<file path="config.mk">
export PLATFORM = sky130hd
export DESIGN_NAME = dmcr_acc
export DESIGN_NICKNAME = d
export VERILOG_FILES = /design/src/rtl/dmcr_pkg.sv /design/src/rtl/dmcr_acc.sv
export SDC_FILE = /design/constraint.sdc
export NUM_CORES = 1
export LEC_CHECK = 0
export BUFFER_PORTS_ARGS = -buffer_cell sky130_fd_sc_hd__clkbuf_2
export CORE_AREA = 5 5 95 79
export DETAILED_ROUTE_END_ITERATION = 8
export DIE_AREA = 0 0 100 84
export PLACE_DENSITY_LB_ADDON = 0.15
export SLEW_MARGIN = 30
export SYNTH_ARGS = -nofsm -noshare
export SYNTH_HDL_FRONTEND = slang
export SYNTH_SLANG_ARGS = --single-unit
</file>
<file path="constraint.sdc">
create_clock -name clk -period 5 [get_ports clk]
set_input_delay 0.75 -clock clk [delete_from_list [all_inputs] [get_ports clk]]
set_output_delay 0.75 -clock clk [all_outputs]
set_load 0.02 [all_outputs]
</file>
<file path="src/rtl/dmcr_pkg.sv">
// ----------------------------------------------------------------------------
// dmcr_pkg
// Shared sizes, field widths and types of the direct-mapped read cache.
// ----------------------------------------------------------------------------
package dmcr_pkg;

    localparam int NUM_LINES    = 4;
    localparam int LINE_BYTES   = 8;
    localparam int MEM_BYTES    = 1024;

    localparam int ADDR_W       = 10;
    localparam int BYTE_W       = 8;
    localparam int MISS_W       = 16;
    localparam int TIME_W       = 32;

    localparam int WORD_W       = $clog2(LINE_BYTES);
    localparam int LINE_W       = $clog2(NUM_LINES);
    localparam int TAG_W        = ADDR_W - WORD_W - LINE_W;
    localparam int MEM_AW       = $clog2(MEM_BYTES);
    localparam int LRAM_DEPTH   = NUM_LINES * LINE_BYTES;
    localparam int LRAM_AW      = LINE_W + WORD_W;
    localparam int CNT_W        = WORD_W + 1;

    localparam int MISS_PENALTY = 10;

    // Command to the shared counter unit
    typedef struct packed {
        logic add_en;     // add to the time counter
        logic penalty;    // 1: add the miss penalty, 0: add one
        logic miss_inc;   // count one miss
    } acc_cmd_t;

endpackage

</file>
<file path="src/rtl/dmcr_acc.sv">
// ----------------------------------------------------------------------------
// dmcr_acc
// Saturating time accumulator and miss counter, one shared time adder.
// ----------------------------------------------------------------------------
module dmcr_acc
    import dmcr_pkg::*;
(
    input  logic              clk,
    input  logic              rst_n,
    input  acc_cmd_t          cmd,
    output logic [TIME_W-1:0] elapsed_time,
    output logic [MISS_W-1:0] miss_count
);

    logic [TIME_W-1:0] time_reg, time_next;
    logic [MISS_W-1:0] miss_reg, miss_next;
    logic [TIME_W-1:0] amount;
    logic [TIME_W:0]   sum;

    // One adder serves both the per-access tick and the miss penalty
    assign amount = cmd.penalty ? TIME_W'(MISS_PENALTY) : TIME_W'(1);
    assign sum    = {1'b0, time_reg} + {1'b0, amount};

    always_comb
    begin
        time_next = time_reg;
        miss_next = miss_reg;
        if (cmd.add_en)
        begin
            time_next = sum[TIME_W] ? '1 : sum[TIME_W-1:0];
        end
        if (cmd.miss_inc && (miss_reg != '1))
        begin
            miss_next = miss_reg + MISS_W'(1);
        end
    end

    always_ff @(posedge clk or negedge rst_n)
    begin
        if (!rst_n)
        begin
            time_reg <= '0;
            miss_reg <= '0;
        end
        else
        begin
            time_reg <= time_next;
            miss_reg <= miss_next;
        end
    end

    assign elapsed_time = time_reg;
    assign miss_count   = miss_reg;

endmodule

</file>
==> results list <==
- Overall via count from detail_route: 2029
- Depth of the worst register-to-register path: 7
- Counting the fill cells in the layout gives 669.
- The tightest min-delay check is of the reg -> reg type.
* Layout cells sized above 1: 24.5%
* Half-perimeter wire length after placement: 4190 µm
- After synthesis, the mean cell area works out to 10.1 µm².
- Synthesis inferred 48 register bits.
* Leakage power figure: 1.43 nW
- Drt wl/cell: 15.0 µm
- Summed over its instances, the top area cell type makes up 48.3% of the synthesized netlist area.
- Entering global routing, the biggest net connects 49 pins.
* DRT iter0 DRCs: 101
- Wire length of the first global-routing pass: 10200 µm
- dfrtp_1 takes more of the synthesized area than any other cell.
- Hold-fix buffers, CTS: 0
- The highest metal layer carrying signal wires in the routed design is met4.
* Number of enable-type register cells in the synthesized netlist: 0
- Clock latency on the worst-skew pair: 0.30 ns
- In this run the remaining antenna-violating nets after routing total 0.
- Initial Utilization: 37.8%
- Cell depth of the worst setup path: 9
- Final number of max-transition violations: 0
- For this design the total switching power over the nets is 0.413 mW.
- Max clock buf depth: 2
* Cell-internal power: 0.674 mW
- Counting every sink on the clock net gives 48.
- Port Buf Inserts: 52
- In this design, the stage delay of the slowest critical-path cell is 0.58 ns.
- Largest voltage drop on the vdd net: 0.247 mV
* Measured slew at the worst slew-check pin: 0.857 ns
- Clock skew on the completed layout was measured at 0.00654 ns.
- Cell area after synthesis: 2490 µm²
- Run status: completed
* Total length of routed met3 wires: 267 µm
- The first detailed-routing pass ran for 4 iterations.
* Cell-by-cell trace of the critical path: clkbuf_2, inv_1, ha_1, fa_1, a31o_2, nand3_2, nor2_1, nand2_1, o21ai_0
- Routability-driven placement finished with a final weighted congestion of 0.762.
- Vias/cell: 5.22
- Number of antenna cells inserted: 0
* Post-synthesis cell type count: 43
* Clock tree from TritonCTS: yes
- Counting flops with an async set or reset pin after synthesis yields a share of 100%.
* Overall Global Routing Usage: 15.0%
* Non-filler cells in the finished layout: 389
* Worst-case setup margin in the final layout: 2.23 ns
* Initial antenna violation count: 0
- Placed cells: 382
- Sort of element at the end of the critical path: flop
* Top area cells in the synthesized netlist: dfrtp_1 48%, xnor2_1 8.1%, nand2_1 6.6%, xor2_1 4.2%, nand3_1 3.8%
- Along the worst path, the maximum fanout reaches 23.
* Maximum level of the CTS H-tree: 2
* Crit path max-delay family: simple AND/OR/NAND/NOR gates
* Number of buffers created by CTS: 5
* Vertical extent of the die: 84 µm
* Maximum capacitance violations: 0
- Chip width: 100 µm
* Highest attainable clock frequency: 361 MHz
- Hold timing on the final database bottoms out at a slack of 0.494 ns.
- The final number of hold-violating endpoints is 0.
- After clock tree synthesis, the repair step resized 0 gates.
* Total Neg Setup Slack: 0 ns
- Post-synth top flop: dfrtp_1
- For this design the top-level I/O count stands at 53.
- For this design, the slowest cell found on the critical path is nand2_1.
- For the finished layout, the period the worst path requires is 2.77 ns.
- In the final design database the tool counted 312 nets.
* Post-CTS repair timing setup buffer count: 0
* Clock transition at the registers of the reported paths: 0.09 ns
- The number of global-route vias before repair came to 2025.
* Fraction of power spent switching nets: 38.0%
- Compared with the post-synthesis result, the final layout area differs by 17.1%.
- For this block, wires on met1 add up to 2910 µm.
- The routed design has 5830 µm of wire.
- Detailed-route DRC error count: 0
- Total Die Area: 8400 µm²
* Critical path data arrival time: 2.91 ns
- STA puts the critical path data required time at 5.14 ns.
* Floorplan row count: 27
- Grt total ovfl: 0
* Sequential element share of the synthesized area: 48.3%
- Root Buffer: clkbuf_8
- Share of power burned in the clock network: 20.6%
- The setup path with the least slack is of type in -> reg.
- Setup repair after global routing left no endpoint under its margin.
- Critical Path Start Type: primary input
- Part of the power in combinational logic: 30.2%
- The final critical path takes up 55.5% of the cycle.
* Core area: 6590 µm²
- Worst slack after detailed placement: 1.91 ns
- Synthesis warning total: 0
* Pwr Density: 373 nW/µm²
* Final setup vio count: 0
- Number of standard cells after synthesis: 247
* Number of buffer and inverter instances along the worst setup path: 2
- Counting instances, the worst hold path has a depth of 1.
- Metal2 WL: 2560 µm
* Proportion of power drawn by flip-flops and latches: 49.2%
- Max transition margin: 42.4%
* Synthesized net count: 257
path summary, 6_finish.rpt:
kind | startpoint | endpoint | slack [ns]
worst max-delay path | cmd[1] | elapsed_time[7]$_DFFE_PN0P_ | 2.23
worst min-delay path | miss_count[13]$_DFFE_PN0P_ | miss_count[13]$_DFFE_PN0P_ | 0.49
worst max register to register | elapsed_time[0]$_DFFE_PN0P_ | elapsed_time[7]$_DFFE_PN0P_ | 2.47
worst min register to register | miss_count[13]$_DFFE_PN0P_ | miss_count[13]$_DFFE_PN0P_ | 0.49
max in group asynchronous | rst_n | elapsed_time[30]$_DFFE_PN0P_ | 4.03
min in group asynchronous | rst_n | elapsed_time[13]$_DFFE_PN0P_ | 0.54
cell usage after synthesis (4+ instances only):
| master | instances |
|---|---|
| xnor2_1 | 23 |
| nand4_1 | 11 |
| nand3_1 | 19 |
| mux2_2 | 4 |
| ha_1 | 4 |
| and3_1 | 8 |
| dfrtp_1 | 48 |
| a21oi_1 | 4 |
| and4_1 | 8 |
| nor2_1 | 14 |
| nor4_1 | 6 |
| nand2_1 | 44 |
| xor2_1 | 12 |
placed cells by master, fill, tap and decap left out, types with 2 or more instances in the layout:
| cell type | count |
|---|---|
| dfrtp_1 | 48 |
| nor3_1 | 3 |
| o21ai_0 | 3 |
| mux2_2 | 4 |
| nand2b_1 | 2 |
| a31oi_1 | 3 |
| and3_1 | 8 |
| o22a_1 | 3 |
| and4_1 | 8 |
| xor2_1 | 12 |
| nor4_1 | 6 |
| xnor2_1 | 23 |
| clkbuf_8 | 5 |
| ha_1 | 4 |
| nand3_1 | 19 |
| inv_1 | 2 |
| nand4_1 | 11 |
| clkbuf_2 | 52 |
| a21oi_1 | 4 |
| nor2_1 | 14 |
| nand2_1 | 44 |
cell type report:
class,count,area (µm²),area share (%)
clock buffer,6,72.6,2.49
clock inverter,1,5.00,0.172
tap,87,109,3.73
inverter,2,7.51,0.258
multi-input combinational,192,1250,43.0
sequential,48,1200,41.2
timing repair buffer,53,268,9.18
power groups by stage:
stage | logic [mW] | registers (mW) | clock network (mW)
6_report | 0.328 | 0.535 | 0.224
5_1_grt | 0.367 | 0.551 | 0.252
4_1_cts | 0.333 | 0.535 | 0.234
3_5_place_dp | 0.331 | 0.543 | 0
3_3_place_gp | 0.328 | 0.543 | 0
2_1_floorplan | 0.154 | 0.598 | 0
logic make-up after synthesis:
family	after synthesis	synth area share, %
XOR/XNOR	35	12.3
flip-flops	48	48.3
buffers and inverters	7	1.41
adder cells (fa/ha/maj)	5	2.82
AO/OA/AOI/OAI	20	5.33
multiplexers	4	1.81
AND/OR/NAND/NOR	128	28.1
stage by stage:
stage                     area (µm²)  util (%)  power [mW]
after detailed placement        2840      43.1       0.874
after global routing            2920      44.3        1.17
after global placement          2840      43.1       0.871
final                           2920      44.3        1.09
after CTS                       2920      44.3        1.10
after floorplan                 2490         -       0.752
per-layer routing:
metal / track usage, % / vias up
met3: 3.26 / 10
met5: 0 / -
li1: - / 995
met4: 4.90 / 0
met2: 21.4 / 38
met1: 22.3 / 986
state kept, by name (all words and copies together), names as in the netlist:
signal / flops
elapsed_time: 32
miss_count: 16
(Power assumes the default switching activity.)
