**config.mk**
```make
export PLATFORM = sky130hd
export DESIGN_NAME = dmcr_ram
export DESIGN_NICKNAME = d
export VERILOG_FILES = /design/src/rtl/dmcr_ram.sv
export SDC_FILE = /design/constraint.sdc
export NUM_CORES = 1
export LEC_CHECK = 0
export BUFFER_PORTS_ARGS = -buffer_cell sky130_fd_sc_hd__buf_2
export CORE_MARGIN = 3
export CORE_UTILIZATION = 51
export DETAILED_ROUTE_END_ITERATION = 16
export PLACE_DENSITY_LB_ADDON = 0.3
export SYNTH_ARGS = -nofsm -noshare
export SYNTH_HDL_FRONTEND = slang
export SYNTH_SLANG_ARGS = --single-unit
```
**constraint.sdc**
```tcl
create_clock -name clk -period 2.4 [get_ports clk]
set_clock_uncertainty 0.05 [all_clocks]
set_input_delay 0.12 -clock clk [delete_from_list [all_inputs] [get_ports clk]]
set_output_delay 0.12 -clock clk [all_outputs]
set_load 0.05 [all_outputs]
```
**src/rtl/dmcr_ram.sv**
```systemverilog
// ----------------------------------------------------------------------------
// dmcr_ram
// Simple dual-port RAM: one write port, one registered read port.
// ----------------------------------------------------------------------------
module dmcr_ram #(
    parameter int DATA_W = 8,
    parameter int DEPTH  = 32,
    parameter int AW     = $clog2(DEPTH)
) (
    input  logic              clk,
    input  logic              wr_en,
    input  logic [AW-1:0]     wr_addr,
    input  logic [DATA_W-1:0] wr_data,
    input  logic              rd_en,
    input  logic [AW-1:0]     rd_addr,
    output logic [DATA_W-1:0] rd_data
);

    logic [DATA_W-1:0] mem_reg [DEPTH];
    logic [DATA_W-1:0] rd_data_reg;

    always_ff @(posedge clk)
    begin
        if (wr_en)
        begin
            mem_reg[wr_addr] <= wr_data;
        end
    end

    always_ff @(posedge clk)
    begin
        if (rd_en)
        begin
            rd_data_reg <= mem_reg[rd_addr];
        end
    end

    assign rd_data = rd_data_reg;

endmodule

```
==> flow_metrics.env, run 1 <==
export IMPL_die_h_um=147
export IMPL_slowest_stage="mux4_2"
export IMPL_nets=514
export IMPL_die_w_um=147
export IMPL_antenna_left=0
export IMPL_firstDrtPassIters=5
export IMPL_dp_hpwl_um=12800
export IMPL_status="finished clean"
export IMPL_hold_path_class="primary input to flip-flop"
export IMPL_drc=0
export IMPL_finalCritPeriodShare_pct=83.4
export IMPL_synth_cell_area_mm2=0.0101
export IMPL_setup_viol=0
export IMPL_seq_area_frac_synth_pct=78.2
export IMPL_path_clk_slew_ns=0.06
export IMPL_coreArea_mm2=0.0191
export IMPL_grt_pass1_vias=4775
export IMPL_p_seq_share_pct=52.8
export IMPL_r2r_cells=3
export IMPL_cts_setup_buffers=0
export IMPL_worstSkewPairLatency_ns=0.52
export IMPL_ir_drop_uv=561
export IMPL_syn_num_nets=438
export IMPL_grt_overflow_total=0
export IMPL_cp_max_fo=1
export IMPL_maxSlewViolCount=0
export IMPL_min_path_cells=1
export IMPL_dieArea_mm2=0.0216
export IMPL_fin_tns_setup_ns=0
export IMPL_n_fill_cell=1283
export IMPL_pwr_share_clk_pct=41.7
export IMPL_cts_root_buf="clkbuf_16"
export IMPL_initial_core_util_pct=53.1
export IMPL_grtUsageTotal_pct=19.9
export IMPL_critical_path_max_stage_delay_ns=0.53
export IMPL_diodes=0
export IMPL_path_cells="mux4_2 -> mux4_2 -> mux2_2"
export IMPL_grt_max_degree=37
export IMPL_crit_top_cell="mux4_2"
export IMPL_start_kind="flip-flop"
export IMPL_cts_tree="built"
export IMPL_powerDensity_mw_per_mm2=834
export IMPL_maxSlewHeadroom_pct=57.0
export IMPL_synth_seq_cells=264
export IMPL_yosysUniqueCellTypes=14
export IMPL_postSynthAreaPerCell_um2=24.3
export IMPL_arrival_ns=2.22
export IMPL_crit_path_end_kind="flip-flop"
export IMPL_r2r_end="rd_data[2]$_DFFE_PP_"
export IMPL_cts_sinks=264
export IMPL_syn_instance_count=417
export IMPL_swShare_pct=19.9
export IMPL_cts_max_path_buffers=3
export IMPL_max_freq_mhz=500
export IMPL_gp_congestion=0.788
export IMPL_cp_required_ns=2.62
export IMPL_drive_gt1_share_pct=38.4
export IMPL_num_io_pins=29
export IMPL_routedWlPerCell_um=27.0
export IMPL_rsz0062_at_grt="no"
export IMPL_cts_buffers=26
export IMPL_wirelength_um=20800
export IMPL_grt_pass1_wl_um=31400
export IMPL_min_from="wr_data[6]"
export IMPL_num_rows=50
export IMPL_p_total_mw=9.78
export IMPL_via_per_inst=5.99
export IMPL_leakage_nw=3.75
export IMPL_power_share_combinational_pct=5.4
export IMPL_internal_power_mw=7.84
export IMPL_cap_violations=0
export IMPL_syn_to_final_growth_pct=15.8
export IMPL_io_buffers=28
export IMPL_initialDrtViolationCount=576
export IMPL_hold_path_endpoint="mem_reg[21][6]$_DFFE_PP_"
export IMPL_dr_total_vias=4634
export IMPL_worst_pin_slew_ns=0.645
export IMPL_htree_levels=1
export IMPL_p_sw_mw=1.95
export IMPL_r2r_slack_ns=0.40
export IMPL_largest_reg_flops=256
export IMPL_antenna_found_initial=0
export IMPL_ys_warn_count=0
export IMPL_hold_violations=0
export IMPL_min_period_ns=2.00
export IMPL_reg2reg_from="mem_reg[29][2]$_DFFE_PP_"
export IMPL_criticalPathCategory="flip-flop to flip-flop"
[power groups by stage]
| stage | Sequential (mW) | Combinational [mW] | Clock [mW] |
|---|---|---|---|
| floorplan | 5.30 | 0.273 | 0 |
| global placement | 5.26 | 0.523 | 0 |
| detailed placement | 5.27 | 0.535 | 0 |
| CTS | 5.17 | 0.541 | 4.16 |
| global route | 5.17 | 0.567 | 4.36 |
| finish | 5.17 | 0.533 | 4.08 |
[metrics by stage]
stage | worst slack, ns | std cells | cell area (µm²) | hold slack (ns) | utilization [%]
3_3_place_gp | 0.191 | 724 | 10900 | 0.481 | 56.9
3_5_place_dp | 0.197 | 724 | 10900 | 0.483 | 56.9
6_report | 0.398 | 773 | 11700 | 0.0962 | 61.5
4_1_cts | 0.400 | 773 | 11700 | 0.0787 | 61.5
5_1_grt | 0.363 | 773 | 11700 | 0.101 | 61.5
2_1_floorplan | 0.288 | 417 | 10100 | 0.169 | -
[worst max-delay path, delay by kind of cell (launching register included)]
family	cells	cell delay [ns]
multiplexers	3	1.34
flip-flops	1	0.36
[synthesized netlist by cell type]
| cell | instances | share of area, % |
|---|---|---|
| nor2_1 | 33 | 1.2 |
| nand3_1 | 2 | 0.099 |
| edfxtp_1 | 264 | 78 |
| nand3b_1 | 5 | 0.37 |
| nand2_1 | 1 | 0.037 |
| buf_2 | 1 | 0.049 |
| mux4_2 | 80 | 18 |
| buf_1 | 6 | 0.22 |
| mux2_2 | 8 | 0.89 |
| clkbuf_1 | 6 | 0.22 |
| or3b_2 | 3 | 0.26 |
| or3_1 | 1 | 0.062 |
| buf_6 | 1 | 0.11 |
| buf_4 | 6 | 0.44 |
[layout make-up]
type	count	area, µm²	share of cell area, %
clock inverter	19	189	1.61
clock buffer	29	683	5.82
timing repair buffer	68	508	4.33
sequential	264	7930	67.6
multi-input combinational	133	2100	17.9
tap	260	325	2.77
[repair_timing]
action / CTS / global route
setup endpoints to repair: 0 / 0
hold endpoints to repair: 8 / 0
resized for setup: 0 / 0
hold buffers: 1 / 0
[worst max path at each step]
stage,cells past startpoint,startpoint,endpoint,slack (ns)
after floorplan,5,rd_addr[2],rd_data[0]$_DFFE_PP_,0.29
after global placement,5,rd_addr[0],rd_data[2]$_DFFE_PP_,0.19
after detailed placement,5,rd_addr[0],rd_data[5]$_DFFE_PP_,0.20
after CTS,3,mem_reg[5][4]$_DFFE_PP_,rd_data[4]$_DFFE_PP_,0.40
after global routing,3,mem_reg[13][4]$_DFFE_PP_,rd_data[4]$_DFFE_PP_,0.36
final,3,mem_reg[29][2]$_DFFE_PP_,rd_data[2]$_DFFE_PP_,0.40
[cell usage in the layout, fill, tap and decap left out, drive strengths merged, types with 3 or more instances in the layout]
cell and count:
buf 67, bufinv 4, clkbuf 29, clkinv 14, edfxtp 264, mux2 8
mux4 80, nand3b 5, nor2 33, or3b 3
[cells by family (layout without fill, tap and decap cells)]
kind of cell	Yosys count	after routing	share of synthesized area, %
AND/OR/NAND/NOR	45	45	2.05
multiplexers	88	88	18.7
buffers and inverters	20	116	1.05
flip-flops	264	264	78.2
[layer usage]
metal / wire length, µm / up-vias / part of all wire [%] / GRT usage [%]
met3: 1800 / 25 / 8.6 / 3.92
met5: 0 / - / 0 / 0
met4: 205 / 0 / 0.98 / 3.49
li1: - / 1944 / - / -
met2: 10100 / 192 / 48 / 31.0
met1: 8750 / 2473 / 42 / 30.5
Note: power is estimated with default switching activity, not from simulation.
==> run 2, diff against run 1 <==
- clock period: 2.4 -> 1.9 ns (I/O delays scaled with it)
==> run 2 against run 1 <==
The flow now finishes with violations (negative setup slack); cell count up 0.52%; maximum frequency down 0.78%; flip-flop and latch count unchanged; count of clock-buffer cells in the layout unchanged; combinational power up 31%; final area up 0.57%; sequential power up 26%; wire length down 2.0%.
==> flow_metrics.env, run 2 (synthesized netlist as in run 1, its figures left out) <==
export IMPL_path_clk_slew_ns=0.06
export IMPL_min_period_ns=2.02
export IMPL_cts_root_buf="clkbuf_16"
export IMPL_num_rows=50
export IMPL_routedWlPerCell_um=26.3
export IMPL_leakage_nw=3.79
export IMPL_drc=0
export IMPL_violations="negative setup slack"
export IMPL_maxUsedRoutingLayer="met5"
export IMPL_htree_levels=1
export IMPL_coreArea_mm2=0.0191
export IMPL_drive_gt1_share_pct=39.1
export IMPL_cts_sinks=264
export IMPL_wirelength_um=20400
export IMPL_max_freq_mhz=496
export IMPL_slowest_stage="mux4_2"
export IMPL_wl_met1_um=8600
export IMPL_internal_power_mw=9.79
export IMPL_status="finished, violations left"
export IMPL_powerDensity_mw_per_mm2=1040
export IMPL_hold_violations=0
export IMPL_via_per_inst=5.90
export IMPL_diodes=0
export IMPL_grt_pass1_wl_um=31800
export IMPL_die_w_um=147
export IMPL_cp_max_fo=1
export IMPL_num_io_pins=29
export IMPL_gp_congestion=0.787
export IMPL_grt_max_degree=33
export IMPL_maxSlewViolCount=0
export IMPL_crit_path_end_kind="flip-flop"
export IMPL_die_h_um=147
export IMPL_cp_required_ns=2.12
export IMPL_dieArea_mm2=0.0216
export IMPL_final_common_cell="edfxtp_1"
export IMPL_largest_reg_flops=256
export IMPL_dpl_cell_area_mm2=0.0109
export IMPL_cap_violations=0
export IMPL_worst_pin_slew_ns=0.651
export IMPL_p_sw_mw=2.49
export IMPL_route_met3_wl_um=1770
export IMPL_pwr_share_clk_pct=41.1
export IMPL_stdcell_area_mm2=0.0118
export IMPL_path_cells="mux4_2 -> mux4_2 -> mux2_4"
export IMPL_nets=519
export IMPL_initial_core_util_pct=53.1
export IMPL_dp_hpwl_um=13000
export IMPL_rsz0062_at_grt="yes"
export IMPL_syn_to_final_growth_pct=16.4
export IMPL_crit_top_cell="mux4_2"
export IMPL_initialDrtViolationCount=416
export IMPL_final_cell_mix="edfxtp_1 (264), mux4_2 (80), buf_4 (35), nor2_1 (33)"
export IMPL_cts_max_path_buffers=3
export IMPL_setup_viol=8
export IMPL_p_seq_share_pct=53.2
export IMPL_power_share_combinational_pct=5.7
export IMPL_grt_overflow_total=0
export IMPL_cts_buffers=27
export IMPL_dr_total_vias=4588
export IMPL_finalCritPeriodShare_pct=106
export IMPL_start_kind="flip-flop"
export IMPL_maxSlewHeadroom_pct=56.6
export IMPL_firstDrtPassIters=5
export IMPL_grtUsageTotal_pct=19.8
export IMPL_n_fill_cell=1298
export IMPL_criticalPathCategory="flip-flop to flip-flop"
export IMPL_cts_setup_buffers=0
export IMPL_swShare_pct=20.2
export IMPL_critical_path_max_stage_delay_ns=0.54
export IMPL_grt_pass1_vias=4842
export IMPL_worst_slack_ns=-0.117
export IMPL_fin_tns_setup_ns=-0.574
export IMPL_antenna_left=0
export IMPL_io_buffers=28
export IMPL_worstSkewPairLatency_ns=0.52
export IMPL_ir_drop_uv=580
export IMPL_hold_path_class="primary input to flip-flop"
export IMPL_arrival_ns=2.24
export IMPL_antenna_found_initial=1
export IMPL_met2_length_um=9620
export IMPL_cts_tree="built"
==> run 2: cell type report <==
cell class | instances | area, µm² | share of cell area [%]
repair buffers | 72 | 588 | 4.98
well taps | 260 | 325 | 2.76
clock buffers | 29 | 683 | 5.79
clock inverters | 19 | 168 | 1.42
multi-input cells | 133 | 2110 | 17.9
flip-flops and latches | 264 | 7930 | 67.2
==> run 2: final timing paths <==
path	from	depth (start not counted)	endpoint	slack (ns)
worst max-delay path	mem_reg[4][4]$_DFFE_PP_	3	rd_data[4]$_DFFE_PP_	-0.12
worst min-delay path	rd_addr[3]	2	rd_data[4]$_DFFE_PP_	0.05
worst max register to register	mem_reg[4][4]$_DFFE_PP_	3	rd_data[4]$_DFFE_PP_	-0.12
worst min register to register	mem_reg[2][7]$_DFFE_PP_	3	rd_data[7]$_DFFE_PP_	0.95
==> run 2: critical path: cells and delay by family (launching register included) <==
family,cells,cell delay [ns]
flip-flops,1,0.37
multiplexers,3,1.35
==> run 2: power groups by stage <==
stage / Clock, mW / Sequential, mW / Combinational (mW)
2_1_floorplan: 0 / 6.70 / 0.373
3_3_place_gp: 0 / 6.65 / 0.683
3_5_place_dp: 0 / 6.65 / 0.698
4_1_cts: 5.15 / 6.53 / 0.711
5_1_grt: 5.40 / 6.53 / 0.747
6_report: 5.05 / 6.53 / 0.697
==> run 2: through the flow <==
stage               instances  total power [mW]  hold WS, ns  setup WS [ns]  util, %
floorplan                 417              7.07        0.144         0.0186        -
global placement          728              7.33        0.435         -0.302     57.3
detailed placement        728              7.35        0.432         -0.316     57.3
CTS                       777              12.4       0.0335         -0.141     61.8
global route              777              12.7       0.0236         -0.149     61.8
finish                    777              12.3       0.0486         -0.117     61.8
==> run 2: repair_timing <==
action                     4_1_cts  5_1_grt
hold endpoints to repair         8        0
setup endpoints to repair        8        8
hold buffers                     1        0
gates resized for setup          2        0
==> run 2: layer usage <==
metal / GRT usage, % / up-vias
li1: - / 1951
met2: 29.8 / 168
met3: 5.00 / 29
met4: 4.94 / 2
met5: 0 / -
met1: 29.9 / 2438
==> run 3, diff against run 2 <==
- ABC_AREA: not set -> 1
==> run 3 against run 2 <==
The run now ends clean; combinational power increased by 18%; critical path type unchanged; synthesized area is 7.2% higher; worst hold slack better by 0.040 ns; worst setup slack better by 0.63 ns; via count increased by 53%; synthesized cell count grew 120%; clock power decreased by 9.7%; highest routed layer is now met4; final area grew 3.0%; non-clock buffer count up 5; power down 3.0%; global-route usage increased by 1.1 points; wire length up 20%.
==> flow_metrics.env, run 3 <==
export IMPL_status="finished clean"
export IMPL_wirelength_um=24500
export IMPL_cts_buffers=26
export IMPL_p_total_mw=11.9
export IMPL_maxSlewHeadroom_pct=50.2
export IMPL_routedWlPerCell_um=19.4
export IMPL_rsz0062_at_grt="no"
export IMPL_n_fill_cell=1658
export IMPL_seq_area_frac_synth_pct=73.0
export IMPL_crit_top_cell="nand2_1"
export IMPL_crit_path_end_kind="flip-flop"
export IMPL_dieArea_mm2=0.0231
export IMPL_die_w_um=152
export IMPL_cts_setup_buffers=0
export IMPL_drc=0
export IMPL_hold_path_class="primary input to flip-flop"
export IMPL_powerDensity_mw_per_mm2=979
export IMPL_ys_async_sr_fraction_pct=0
export IMPL_firstDrtPassIters=5
export IMPL_synth_cell_area_mm2=0.0109
export IMPL_maxSlewViolCount=0
export IMPL_fin_cells=1264
export IMPL_postSynthAreaPerCell_um2=11.8
export IMPL_yosysTopAreaCellShare_pct=73.0
export IMPL_num_io_pins=29
export IMPL_setup_viol=0
export IMPL_via_per_inst=5.54
export IMPL_grt_pass1_vias=6754
export IMPL_synth_area_leader_cell="edfxtp_1"
export IMPL_syn_to_final_growth_pct=11.8
export IMPL_path_clk_slew_ns=0.06
export IMPL_worstSkewPairLatency_ns=0.52
export IMPL_min_period_ns=1.39
export IMPL_final_cell_mix="nand2_1 (360), edfxtp_1 (264), nand3_1 (204), buf_4 (41), nor2_1 (32)"
export IMPL_synth_edf_count=264
export IMPL_nets=996
export IMPL_grtUsageTotal_pct=21.0
export IMPL_cts_root_buf="clkbuf_16"
export IMPL_r2r_slack_ns=0.51
export IMPL_fin_tns_setup_ns=0
export IMPL_dp_cells=1215
export IMPL_ys_warn_count=0
export IMPL_ys_flop_type="edfxtp_1"
export IMPL_syn_num_nets=943
export IMPL_hold_violations=0
export IMPL_criticalPathCategory="flip-flop to flip-flop"
export IMPL_syn_instance_count=922
export IMPL_finalCritPeriodShare_pct=73.1
export IMPL_largest_reg_flops=256
export IMPL_cp_max_fo=1
export IMPL_leakage_nw=4.55
export IMPL_multi_input_area_mm2=0.00249
export IMPL_ff_latch_area_mm2=0.00793
export IMPL_io_buffers=28
export IMPL_gp_congestion=0.842
export IMPL_diodes=0
export IMPL_cap_violations=0
export IMPL_grt_pass1_wl_um=38000
export IMPL_path_cells="nand2_1 -> nand3_1 -> nand3_1 -> nand2_1 -> nand2_1 -> nand2_1 -> nand2_1 -> nand2_1"
export IMPL_htree_levels=1
export IMPL_num_rows=52
export IMPL_coreArea_mm2=0.0206
export IMPL_antenna_left=0
export IMPL_start_kind="flip-flop"
export IMPL_synth_area_top_cells="edfxtp_1 (73%), nand2_1 (12%), nand3_1 (9.4%), buf_6 (2.5%), nor2_1 (1.1%)"
export IMPL_worst_pin_slew_ns=0.747
export IMPL_dp_hpwl_um=14100
export IMPL_synth_most_common_cell="nand2_1"
export IMPL_critPathTopFamily="simple AND/OR/NAND/NOR gates"
export IMPL_ir_drop_uv=913
export IMPL_critical_path_max_stage_delay_ns=0.38
export IMPL_max_freq_mhz=720
export IMPL_synth_seq_cells=264
export IMPL_drive_gt1_share_pct=10.8
export IMPL_grt_overflow_total=0
export IMPL_yosysUniqueCellTypes=11
export IMPL_cts_tree="built"
export IMPL_die_h_um=152
export IMPL_dr_total_vias=7006
export IMPL_slowest_stage="edfxtp_1"
export IMPL_synth_top_cells_by_count="nand2_1 (360), edfxtp_1 (264), nand3_1 (204)"
export IMPL_initial_core_util_pct=52.9
export IMPL_cp_required_ns=2.12
export IMPL_initialDrtViolationCount=837
export IMPL_cts_sinks=264
export IMPL_arrival_ns=1.61
export IMPL_final_common_cell="nand2_1"
export IMPL_grt_max_degree=129
export IMPL_cts_max_path_buffers=3
export IMPL_antenna_found_initial=1
export IMPL_crit_buf_inv=0
## run 3: changes by cell type in the layout (fill, tap and decap cells not counted), moves of 4 or more
cell	change
nand3b_1	-5
mux4_2	-80
nand3_1	+202
clkbuf_1	+6
inv_1	+8
buf_4	+6
nand2_1	+359
mux2_2	-6
clkinv_2	-4
## run 3: report_power, final
part           switching [mW]  internal, mW
registers              0.0250          6.50
logic                   0.604         0.217
clock network            1.97          2.58
total                    2.60          9.30
## run 3: cell families (layout without fill, tap and decap cells)
kind of cell / count (synthesis) / after routing / synth area share (%)
buf+inv: 62 / 134 / 4.11
simple gates: 596 / 596 / 22.9
flops: 264 / 264 / 73.0
## run 3: metal layers
layer  vias to the layer above  part of all wire, %  GRT usage, %
met5                         -                    0             0
met4                         0                  2.1          5.14
met3                        47                  8.4          3.01
met2                       306                   47          32.8
met1                      3341                   43          31.5
li1                       3312                    -             -
## run 3: area by class of cell
| type | instances | share of cell area, % |
|---|---|---|
| repair buffers | 77 | 4.96 |
| clock inverters | 12 | 0.401 |
| inverters | 10 | 0.319 |
| clock buffers | 35 | 5.81 |
| flip-flops and latches | 264 | 65.2 |
| multi-input cells | 596 | 20.5 |
| well taps | 270 | 2.78 |
## run 3: final timing paths
check	startpoint	end	cells after the start
worst min-delay path	wr_data[3]	mem_reg[28][3]$_DFFE_PP_	1
worst max-delay path	mem_reg[7][3]$_DFFE_PP_	rd_data[3]$_DFFE_PP_	8
worst min register to register	mem_reg[6][1]$_DFFE_PP_	rd_data[1]$_DFFE_PP_	8
worst max register to register	mem_reg[7][3]$_DFFE_PP_	rd_data[3]$_DFFE_PP_	8
## run 3: metrics by stage
step / util [%] / hold slack, ns / setup slack, ns / area (µm²)
finish: 59.1 / 0.0890 / 0.511 / 12200
global route: 59.1 / 0.103 / 0.464 / 12200
CTS: 59.1 / 0.0803 / 0.511 / 12200
detailed placement: 55.3 / 0.446 / 0.242 / 11400
global placement: 55.3 / 0.446 / 0.236 / 11400
floorplan: - / 0.144 / 0.721 / 10900
## run 3: timing repair
item                                   CTS  global route
endpoints found under the hold margin   13             0
hold buffers                             2             0
resized for setup                        0             0
